**src/design/mpwmd_pkg.sv**
```systemverilog
// Shared types and constants for the multichannel PWM / delay driver.
package mpwmd_pkg;

  localparam int ADDR_W    = 5;
  localparam int DATA_W    = 32;
  localparam int OP_W      = 2;
  localparam int CHAN_W    = 3;
  localparam int VALUE_W   = 16;
  localparam int MODE_REG_W   = 10;
  localparam int INV_REG_W    = 5;
  localparam int PERIOD_REG_W = 16;
  localparam int PERIOD_REGS  = 5;

  localparam logic [2:0] REG_MODES       = 3'd0;
  localparam logic [2:0] REG_INVERT      = 3'd1;
  localparam logic [2:0] REG_PERIOD0     = 3'd2;
  localparam logic [2:0] REG_PERIOD_LAST = 3'd6;

  typedef enum logic [1:0] {
    OP_TICK     = 2'd0,
    OP_ARM_ON   = 2'd1,
    OP_ARM_OFF  = 2'd2,
    OP_LOAD_CMP = 2'd3
  } op_t;

  typedef enum logic [1:0] {
    MODE_OFF    = 2'd0,
    MODE_SWITCH = 2'd1,
    MODE_PWM    = 2'd2
  } mode_t;

  // Per-channel command strobes, already qualified by the stage advance.
  typedef struct packed {
    logic tick;
    logic arm_on;
    logic arm_off;
    logic load_cmp;
  } cmd_t;

endpackage

```
**src/design/multichannel_pwm_delay_driver_core.sv**
```systemverilog
// Top level of the multichannel PWM / delay driver: input stage, channels, result, APB registers.
// Timing: an accepted beat waits in the input register and is applied at the edge at which
//   it leaves it; its pin_levels result is valid from that edge on.
// Throughput: one beat per cycle unless stalled; all channels update in parallel from the
//   input register, which lets one more beat in while a result is stalled at the output.
// Reset (rst, synchronous): all channel state and on bits cleared, modes set to switch,
//   invert mask and periods cleared, both stages empty.
module multichannel_pwm_delay_driver_core
  import mpwmd_pkg::*;
#(
  parameter int CHANNELS    = 5,
  parameter int COUNT_WIDTH = 16
) (
  input  logic                clk,
  input  logic                rst,
  input  logic                psel,
  input  logic                penable,
  input  logic                pwrite,
  input  logic [ADDR_W-1:0]   paddr,
  input  logic [DATA_W-1:0]   pwdata,
  output logic [DATA_W-1:0]   prdata,
  output logic                pready,
  input  logic                in_valid,
  output logic                in_stall,
  input  logic [OP_W-1:0]     op,
  input  logic [CHAN_W-1:0]   channel,
  input  logic [VALUE_W-1:0]  value,
  output logic                out_valid,
  input  logic                out_stall,
  output logic [CHANNELS-1:0] pin_levels
);

  // configuration registers
  logic [2*CHANNELS-1:0]  channel_modes;
  logic [CHANNELS-1:0]    invert_mask;
  logic [COUNT_WIDTH-1:0] period [CHANNELS];
  logic                   cfg_write;
  logic [2:0]             cfg_index;

  assign pready    = 1'b1;
  assign cfg_write = psel && penable && pwrite && pready;
  assign cfg_index = paddr[ADDR_W-1:2];

  always_ff @(posedge clk) begin
    if (rst) begin
      channel_modes <= {CHANNELS{MODE_SWITCH}};
      invert_mask   <= '0;
    end else if (cfg_write) begin
      if (cfg_index == REG_MODES)
        channel_modes <= (2*CHANNELS)'(pwdata[MODE_REG_W-1:0]);
      if (cfg_index == REG_INVERT)
        invert_mask <= CHANNELS'(pwdata[INV_REG_W-1:0]);
    end
  end

  for (genvar c = 0; c < CHANNELS; c++) begin : g_period
    if (c < PERIOD_REGS) begin : g_reg
      always_ff @(posedge clk) begin
        if (rst) begin
          period[c] <= '0;
        end else if (cfg_write && cfg_index == REG_PERIOD0 + 3'(c)) begin
          period[c] <= COUNT_WIDTH'(pwdata[PERIOD_REG_W-1:0]);
        end
      end
    end else begin : g_none
      assign period[c] = '0;
    end
  end

  always_comb begin
    prdata = '0;
    unique case (cfg_index) inside
      REG_MODES:  prdata = DATA_W'(channel_modes);
      REG_INVERT: prdata = DATA_W'(invert_mask);
      [REG_PERIOD0:REG_PERIOD_LAST]: begin
        for (int c = 0; c < CHANNELS; c++) begin
          if (cfg_index - REG_PERIOD0 == 3'(c))
            prdata = DATA_W'(period[c]);
        end
      end
      default: prdata = '0;
    endcase
  end

  // input register
  logic               s1_valid;
  op_t                s1_op;
  logic [CHAN_W-1:0]  s1_channel;
  logic [VALUE_W-1:0] s1_value;
  logic               s1_adv;
  logic               in_accept;

  assign s1_adv    = s1_valid && (!out_valid || !out_stall);
  assign in_stall  = s1_valid && !s1_adv;
  assign in_accept = in_valid && !in_stall;

  always_ff @(posedge clk) begin
    if (rst) begin
      s1_valid <= 1'b0;
    end else if (in_accept) begin
      s1_valid <= 1'b1;
    end else if (s1_adv) begin
      s1_valid <= 1'b0;
    end
  end

  always_ff @(posedge clk) begin
    if (in_accept) begin
      s1_op      <= op_t'(op);
      s1_channel <= channel;
      s1_value   <= value;
    end
  end

  // channels
  logic [CHANNELS-1:0] ch_on;

  for (genvar c = 0; c < CHANNELS; c++) begin : g_chan
    cmd_t cmd;
    logic sel;

    assign sel          = s1_adv && s1_channel == CHAN_W'(c);
    assign cmd.tick     = s1_adv && s1_op == OP_TICK;
    assign cmd.arm_on   = sel && s1_op == OP_ARM_ON;
    assign cmd.arm_off  = sel && s1_op == OP_ARM_OFF;
    assign cmd.load_cmp = sel && s1_op == OP_LOAD_CMP;

    mpwmd_channel #(
      .COUNT_WIDTH(COUNT_WIDTH)
    ) u_channel (
      .clk   (clk),
      .rst   (rst),
      .cmd   (cmd),
      .value (COUNT_WIDTH'(s1_value)),
      .mode  (mode_t'(channel_modes[2*c +: 2])),
      .period(period[c]),
      .on    (ch_on[c])
    );
  end

  // result: channel on bits are the state after the last applied beat
  always_ff @(posedge clk) begin
    if (rst) begin
      out_valid <= 1'b0;
    end else if (s1_adv) begin
      out_valid <= 1'b1;
    end else if (!out_stall) begin
      out_valid <= 1'b0;
    end
  end

  assign pin_levels = ch_on ^ invert_mask;

  a_accept_fills_stage: assert property (@(posedge clk) disable iff (rst)
    in_accept |=> s1_valid)
    else $error("accepted beat missing from input register");

  a_stalled_stage_kept: assert property (@(posedge clk) disable iff (rst)
    s1_valid && !s1_adv |=> s1_valid)
    else $error("input register dropped a beat that was not applied");

  a_advance_gives_result: assert property (@(posedge clk) disable iff (rst)
    s1_adv |=> out_valid)
    else $error("applied beat produced no result");

endmodule

```
**src/design/mpwmd_channel.sv**
```systemverilog
// One output channel: delay counters, PWM counter, compare value and on state.
module mpwmd_channel
  import mpwmd_pkg::*;
#(
  parameter int COUNT_WIDTH = 16
) (
  input  logic                   clk,
  input  logic                   rst,
  input  cmd_t                   cmd,
  input  logic [COUNT_WIDTH-1:0] value,
  input  mode_t                  mode,
  input  logic [COUNT_WIDTH-1:0] period,
  output logic                   on
);

  logic [COUNT_WIDTH-1:0] pwm_counter, pwm_counter_next;
  logic [COUNT_WIDTH-1:0] compare_value, compare_value_next;
  logic [COUNT_WIDTH-1:0] on_delay, on_delay_next;
  logic [COUNT_WIDTH-1:0] off_delay, off_delay_next;
  logic                   on_next;
  logic [COUNT_WIDTH-1:0] cnt;

  always_comb begin
    pwm_counter_next   = pwm_counter;
    compare_value_next = compare_value;
    on_delay_next      = on_delay;
    off_delay_next     = off_delay;
    on_next            = on;
    cnt                = (pwm_counter >= period) ? '0 : pwm_counter;
    if (cmd.tick) begin
      case (mode)
        MODE_SWITCH: begin
          if (on_delay != '0) begin
            on_delay_next = on_delay - COUNT_WIDTH'(1);
            if (on_delay == COUNT_WIDTH'(1)) begin
              on_next        = 1'b1;
              off_delay_next = '0;
            end
          end
          // off delay sees the value left by the turn-on above
          if (off_delay_next != '0) begin
            if (off_delay_next == COUNT_WIDTH'(1)) begin
              on_next       = 1'b0;
              on_delay_next = '0;
            end
            off_delay_next = off_delay_next - COUNT_WIDTH'(1);
          end
        end
        MODE_PWM: begin
          if (cnt >= compare_value) begin
            on_next       = 1'b0;
            on_delay_next = '0;
          end else begin
            on_next        = 1'b1;
            off_delay_next = '0;
          end
          pwm_counter_next = cnt + COUNT_WIDTH'(1);
        end
        default: begin
          // off and the unused code: channel holds
        end
      endcase
    end
    if (cmd.arm_on)   on_delay_next      = value;
    if (cmd.arm_off)  off_delay_next     = value;
    if (cmd.load_cmp) compare_value_next = value;
  end

  always_ff @(posedge clk) begin
    if (rst) begin
      pwm_counter   <= '0;
      compare_value <= '0;
      on_delay      <= '0;
      off_delay     <= '0;
      on            <= 1'b0;
    end else begin
      pwm_counter   <= pwm_counter_next;
      compare_value <= compare_value_next;
      on_delay      <= on_delay_next;
      off_delay     <= off_delay_next;
      on            <= on_next;
    end
  end

  a_on_clears_off_delay: assert property (@(posedge clk) disable iff (rst)
    $rose(on) |-> off_delay == '0)
    else $error("channel turned on with a pending off delay");

  a_off_clears_on_delay: assert property (@(posedge clk) disable iff (rst)
    $fell(on) |-> on_delay == '0)
    else $error("channel turned off with a pending on delay");

  a_idle_mode_holds: assert property (@(posedge clk) disable iff (rst)
    cmd.tick && mode != MODE_SWITCH && mode != MODE_PWM
      |=> $stable(on) && $stable(pwm_counter) && $stable(on_delay)
          && $stable(off_delay))
    else $error("channel in off mode changed on a tick");

endmodule

```
**config.mk**
```make
export PLATFORM = sky130hd
export DESIGN_NAME = multichannel_pwm_delay_driver_core
export DESIGN_NICKNAME = d
export VERILOG_FILES = /design/src/design/mpwmd_pkg.sv /design/src/design/multichannel_pwm_delay_driver_core.sv /design/src/design/mpwmd_channel.sv
export SDC_FILE = /design/constraint.sdc
export NUM_CORES = 1
export LEC_CHECK = 0
export BUFFER_PORTS_ARGS = -buffer_cell sky130_fd_sc_hd__buf_2
export CAP_MARGIN = 20
export CORE_MARGIN = 3
export CORE_UTILIZATION = 40
export DETAILED_ROUTE_END_ITERATION = 16
export PLACE_DENSITY_LB_ADDON = 0.3
export SLEW_MARGIN = 20
export SYNTH_ARGS = -nofsm -noshare
export SYNTH_HDL_FRONTEND = slang
export SYNTH_SLANG_ARGS = --single-unit
```
**constraint.sdc**
```tcl
create_clock -name clk -period 8.5 [get_ports clk]
set_input_delay 1.7 -clock clk [delete_from_list [all_inputs] [get_ports clk]]
set_output_delay 1.7 -clock clk [all_outputs]
set_load 0.01 [all_outputs]
```
# ---- Yosys cells after proc, flatten, opt, wreduce, memory -nomap -nowiden
# Memories as Yosys holds them, arrays and structs flattened.
# Index checks and enable logic that the tools add are counted.
dict set report word_totals {
  register_bits 363
  ramBits 80
  inputBits 65
  out_inout_bits 40
  word_cells 361
  memories 1
}
dict set report classes {
  n_addsub 16
  magnitude_cmp 12
  n_eq_ne 48
  muxes 147
  bitwise_logic 6
  reduce_logical 99
}
# memory depth width rd rd_ports_with_merged_regs wr line_no
set mem_list {}
lappend mem_list {period 5 16 5 0 5 multichannel_pwm_delay_driver_core.sv:36} ;# logic [COUNT_WIDTH-1:0] period [CHANNELS];
# cell n
set op_table {}
lappend op_table {{$mux W16} 81}
lappend op_table {{$pmux W16 S2} 10}
lappend op_table {{$eq A16 B1 Y1 const B} 10}
lappend op_table {{$ge A16 B16 Y1} 10}
lappend op_table {{$reduce_bool A16 Y1} 10}
lappend op_table {{$sub A16 B1 Y16 const B} 10}
lappend op_table {{$mux W32} 4}
lappend op_table {{$pmux W32 S3} 1}
lappend op_table {{$add A16 B1 Y16 const B} 5}
lappend op_table {{$mux W1} 46}
lappend op_table {{$logic_and A1 B1 Y1} 32}
lappend op_table {{$reduce_bool A2 Y1} 16}
lappend op_table {{$reduce_and A3 Y1} 10}
lappend op_table {{$reduce_bool A3 Y1} 10}
lappend op_table {{$reduce_and A2 Y1} 12}
lappend op_table {{$eq A3 B2 Y1 const B} 6}
lappend op_table {{$eq A3 B3 Y1 const B} 5}
lappend op_table {{$ne A3 B2 Y1 const B} 5}
lappend op_table {{$ne A3 B3 Y1 const B} 5}
lappend op_table {{$eq A2 B2 Y1 const B} 7}
lappend op_table {{$eq A2 B1 Y1 const B} 6}
lappend op_table {{$pmux W1 S2} 5}
lappend op_table {{$eq A3 B1 Y1 const B} 3}
lappend op_table {{$logic_not A3 Y1} 3}
lappend op_table {{other kinds (9)} 16}

# ---- Depth between registers and ports, before layout
dict set report depth {
  depth_word 11
  depth_mapped 21
}

# ---- By module
# From an unflattened synthesis, not the netlist that was laid out.
dict set report hier_totals {
  cells_unflattened 3766
  area_unflattened_um2 30573.1
}
# mod n_inst cells_each area_per_inst_um2 seq_area_each_um2
set by_module_without_submodules {}
lappend by_module_without_submodules {{mpwmd_channel at g_chan[0].u_channel ...} 4 661 4933.5 1301.2}
lappend by_module_without_submodules {multichannel_pwm_delay_driver_core 1 464 5708.0 3373.2}
lappend by_module_without_submodules {{mpwmd_channel at g_chan[4].u_channel} 1 658 5131.2 1301.2}

# ---- Worst setup path after synthesis
# Ideal clock, no wire load.
dict set report synth_timing {
  kind {input port to output port}
  startpoint {input paddr[3]}
  endpoint {output prdata[1]}
  arrival_time_ns 3.747
  t_required_ns 6.800
  slack_ns 3.053
  cell_stages 8
  path_buffers 3
  cell_sequence {clkbuf_1 > inv_1 > ha_1 > buf_1 > nor3_1 > clkbuf_1 > a22oi_1 > o22ai_1}
}
dict set report synth_between {
  elab_chain_cells 8
  word_cells_on_any_way 17
  cone_classes {add/sub: 1; order compare: 2; eq/ne: 5; mux: 6; reduce/logical: 3}
}
# element line_no
set synth_rtl {}
lappend synth_rtl {{start: declaration} multichannel_pwm_delay_driver_core.sv:19} ;# input logic [ADDR_W-1:0] paddr,
lappend synth_rtl {{$sub A3 B2 Y3} multichannel_pwm_delay_driver_core.sv:77} ;# if (cfg_index - REG_PERIOD0 == 3'(c))
lappend synth_rtl {{$logic_not A3 Y1} multichannel_pwm_delay_driver_core.sv:77}
lappend synth_rtl {{$mux W16} multichannel_pwm_delay_driver_core.sv:77}
lappend synth_rtl {{$mux W32 (4 in series)} multichannel_pwm_delay_driver_core.sv:77}
lappend synth_rtl {{$pmux W32 S3 (*)} multichannel_pwm_delay_driver_core.sv:72} ;# unique case (cfg_index) inside
lappend synth_rtl {{end: declaration} multichannel_pwm_delay_driver_core.sv:21} ;# output logic [DATA_W-1:0] prdata,
# Mark *: on every way between the ends. The rest lies on a longest branch, timed or not.

# ---- Worst setup path in the final report
dict set report layout_timing {
  startpoint {input paddr[3]}
  endpoint {output prdata[5]}
}
# The elaborated chain is that of the path after synthesis.

==> out/results.ini <==
[floorplan]
initial_core_util_pct=40.77
dieHeight_um=274.6
dieArea_sq_mm=0.07538
rows=97
core-area_sq_mm=0.07076
boundaryPins=105
die_w_um=274.6

[hold_path]
holdPathEnd=g_chan[2].u_channel.compare_value[13]
min-delay-start=g_chan[2].u_channel.compare_value[13]
hold_depth=2
hold_path_class=reg2reg

[drt]
totalWireLength_um=90740
via_per_inst=5.882
drc=0
drt-initial-drc-count=2297
dr.pass1.iters=6
wl_per_cell_um=19.87
vias=26860
ant_nets=0

[yosys]
synth_cell_type_count=91
synth_edf_count=101
avgSynthCellArea_sq_um=7.989
synth_seq_cells=443
synthCells=3611
synth_area_leaders=dfxtp_1 24%, edfxtp_1 11%, ha_1 8.8%
synth_flop_cell=dfxtp_1
synth_top_cell_area_share_pct=23.73
synthTopCellsByCount=462 x nand2_1, 342 x dfxtp_1, 282 x a21oi_1
yosys_warnings=0
synth_top_area_cell=dfxtp_1
syn_area_sq_mm=0.02885
synth_most_common_cell=nand2_1
ys_seq_area_share_pct=34.25
async_flop_share_pct=0

[timing]
max_freq_ghz=0.1715
finClkSkew_ps=21.84
finalMaxSlewViolations=0
final-setup-viol-count=0
rsz0062_at_grt=false
setup_tns_ps=0
fin_hold_ws_ps=453.5
period_minus_slack_ps=5832
slew_headroom_pct=18.67
timing.final.crit_share_pct=68.61
setup_slack_ps=2668
tightest_slew_ps=1220
hold_viol=0

[clock_tree]
cts_tree=done
clockRootBuffer=clkbuf_16
ctsHtreeMaxLevel=2
ctsHoldBuffers=0
post_cts_buffers=0
numCtsBuffers=52
post_cts_resized=0
cts.sinks=443
clockBufferDepth=3
clkSlewWorstSetupHoldPaths_ps=60
clk-insertion-delay-late_ps=610

[critical_path]
reg2reg_slack_ps=3040
critPathRequiredTime_ps=6800
worstSetupStartpointType=input pin
cp_max_fo=21
worst_setup_path_end_kind=primary output
reg2reg_depth=15
worstPathArrival_ps=4130
r2r_end=g_chan[1].u_channel.off_delay[13]
worstReg2RegStart=g_chan[1].u_channel.pwm_counter[0]
worstSetupPathType=in2out

[layout]
final_nets=3851
multi_input_area_sq_mm=0.01728
antenna_cells=0
nFillCells=6951
ff_latch_area_sq_mm=0.009879
area_growth_pct=10.04
drive_gt1_share_pct=7.998

[grt]
antenna_found_initial=1
overflow=0
track_usage_pct=23.41
grt_max_degree=151
grt_pass1_vias=24930
grt_pass1_wl_um=141900

[placement]
port_buffers=69
gp_congestion=0.9080
pre_cts_ws_ps=2745
hpwl_um=61200

[power]
irDropWorstVdd_mv=0.1520
p_total_uw=5797
p_leak_uw=0.01234
power_density_mw_per_mm2=182.6

[outcome]
outcome=finished clean

[job]
cap_violations=0

[state kept, by name, indices dropped and copies added, names as in the netlist]
signal and count:
g_chan.u_channel.on_delay 80, invert_mask 5, s1_channel 3, g_chan.u_channel.compare_value 80
s1_valid 1, out_valid 1, s1_value 16, g_chan.u_channel.pwm_counter 80
g_chan.u_channel.off_delay 80, g_chan.u_channel.on 5, channel_modes 10, period 80
s1_op 2
[how the worst max path moves through the flow]
| stage | startpoint | to | slack (ps) |
|---|---|---|---|
| after floorplan | paddr[3] | prdata[1] | 3050 |
| after global placement | paddr[3] | prdata[6] | 2780 |
| after detailed placement | paddr[3] | prdata[6] | 2740 |
| after CTS | paddr[3] | prdata[6] | 2750 |
| after global routing | paddr[3] | prdata[6] | 2410 |
| final | paddr[3] | prdata[5] | 2670 |
[through the flow]
stage                     instances  area [sq um]  util [%]
after CTS                      4566         31740     44.86
final                          4566         31740     44.86
after detailed placement       4469         30000     42.40
after global placement         4468         29990     42.38
after global routing           4566         31740     44.86
after floorplan                3626         28900         -
[worst max-delay path, stage by stage]
cell and delay, ps:
buf_2 420, inv_1 180, ha_1 540, nor3_1 420
buf_4 280, a22oi_1 100, o21ai_0 290, buf_2 190
[placed cells by master, fill, tap and decap left out, types with 21 or more instances in the layout]
master / Yosys / final
ha_1: 203 / 203
xnor2_1: 28 / 28
a211oi_1: 37 / 36
o32ai_1: 22 / 22
inv_1: 243 / 242
and2_1: 170 / 170
buf_2: 11 / 68
nor4_1: 34 / 32
o21ai_0: 168 / 165
nor2b_1: 26 / 25
clkbuf_16: 0 / 53
a31oi_1: 58 / 58
a21oi_1: 282 / 281
edfxtp_1: 101 / 101
a22oi_1: 29 / 29
and3_1: 32 / 32
nand4_1: 34 / 34
a32oi_1: 29 / 29
xor2_1: 22 / 22
nor2_1: 255 / 254
a21o_1: 40 / 40
a311oi_1: 30 / 30
buf_4: 17 / 51
nand2_1: 462 / 462
dfxtp_1: 342 / 342
or2_2: 21 / 21
nor3_1: 116 / 113
a221oi_1: 54 / 54
o31ai_1: 23 / 21
nand3_1: 132 / 132
o211ai_1: 26 / 26
or3_1: 48 / 48
[layer usage]
metal  global-route usage [%]  wire length, um  share of wire (%)  vias up
met5                        0                0                  0        -
met4                    9.276             3737                4.1        0
met3                    2.739             5236                5.8      202
met2                    38.69            42080                 46      812
met1                    31.23            39690                 44    12810
li1                         -                -                  -    13040
[layout make-up]
type	instances	area share, %
Multi-Input combinational cell	2722	54.44
Sequential cell	443	31.12
Clock buffer	66	4.521
Tap cell	940	3.705
Inverter	243	2.873
Timing Repair Buffer	121	2.389
Clock inverter	31	0.9499
[kinds of logic (layout without fill, tap and decap cells)]
kind of cell	count (synthesis)	count (layout)	synth area share (%)
and+or+nand+nor	1449	1449	24.87
AOI/OAI and AO/OA	967	967	22.32
buffers and inverters	461	461	6.267
DFF	443	443	34.25
adders and majority gates	203	203	8.805
xor gates and xnor gates	50	50	1.518
muxes	36	36	1.943
other	2	17	0.02603
[report_power, final]
group          internal, uW  total (uW)  switching, uW
clock                  1350        2310            961
sequential             2230        2320           90.1
combinational           465        1170            707
total                  4040        5800           1760
Power figures use the tool's default switching activity.
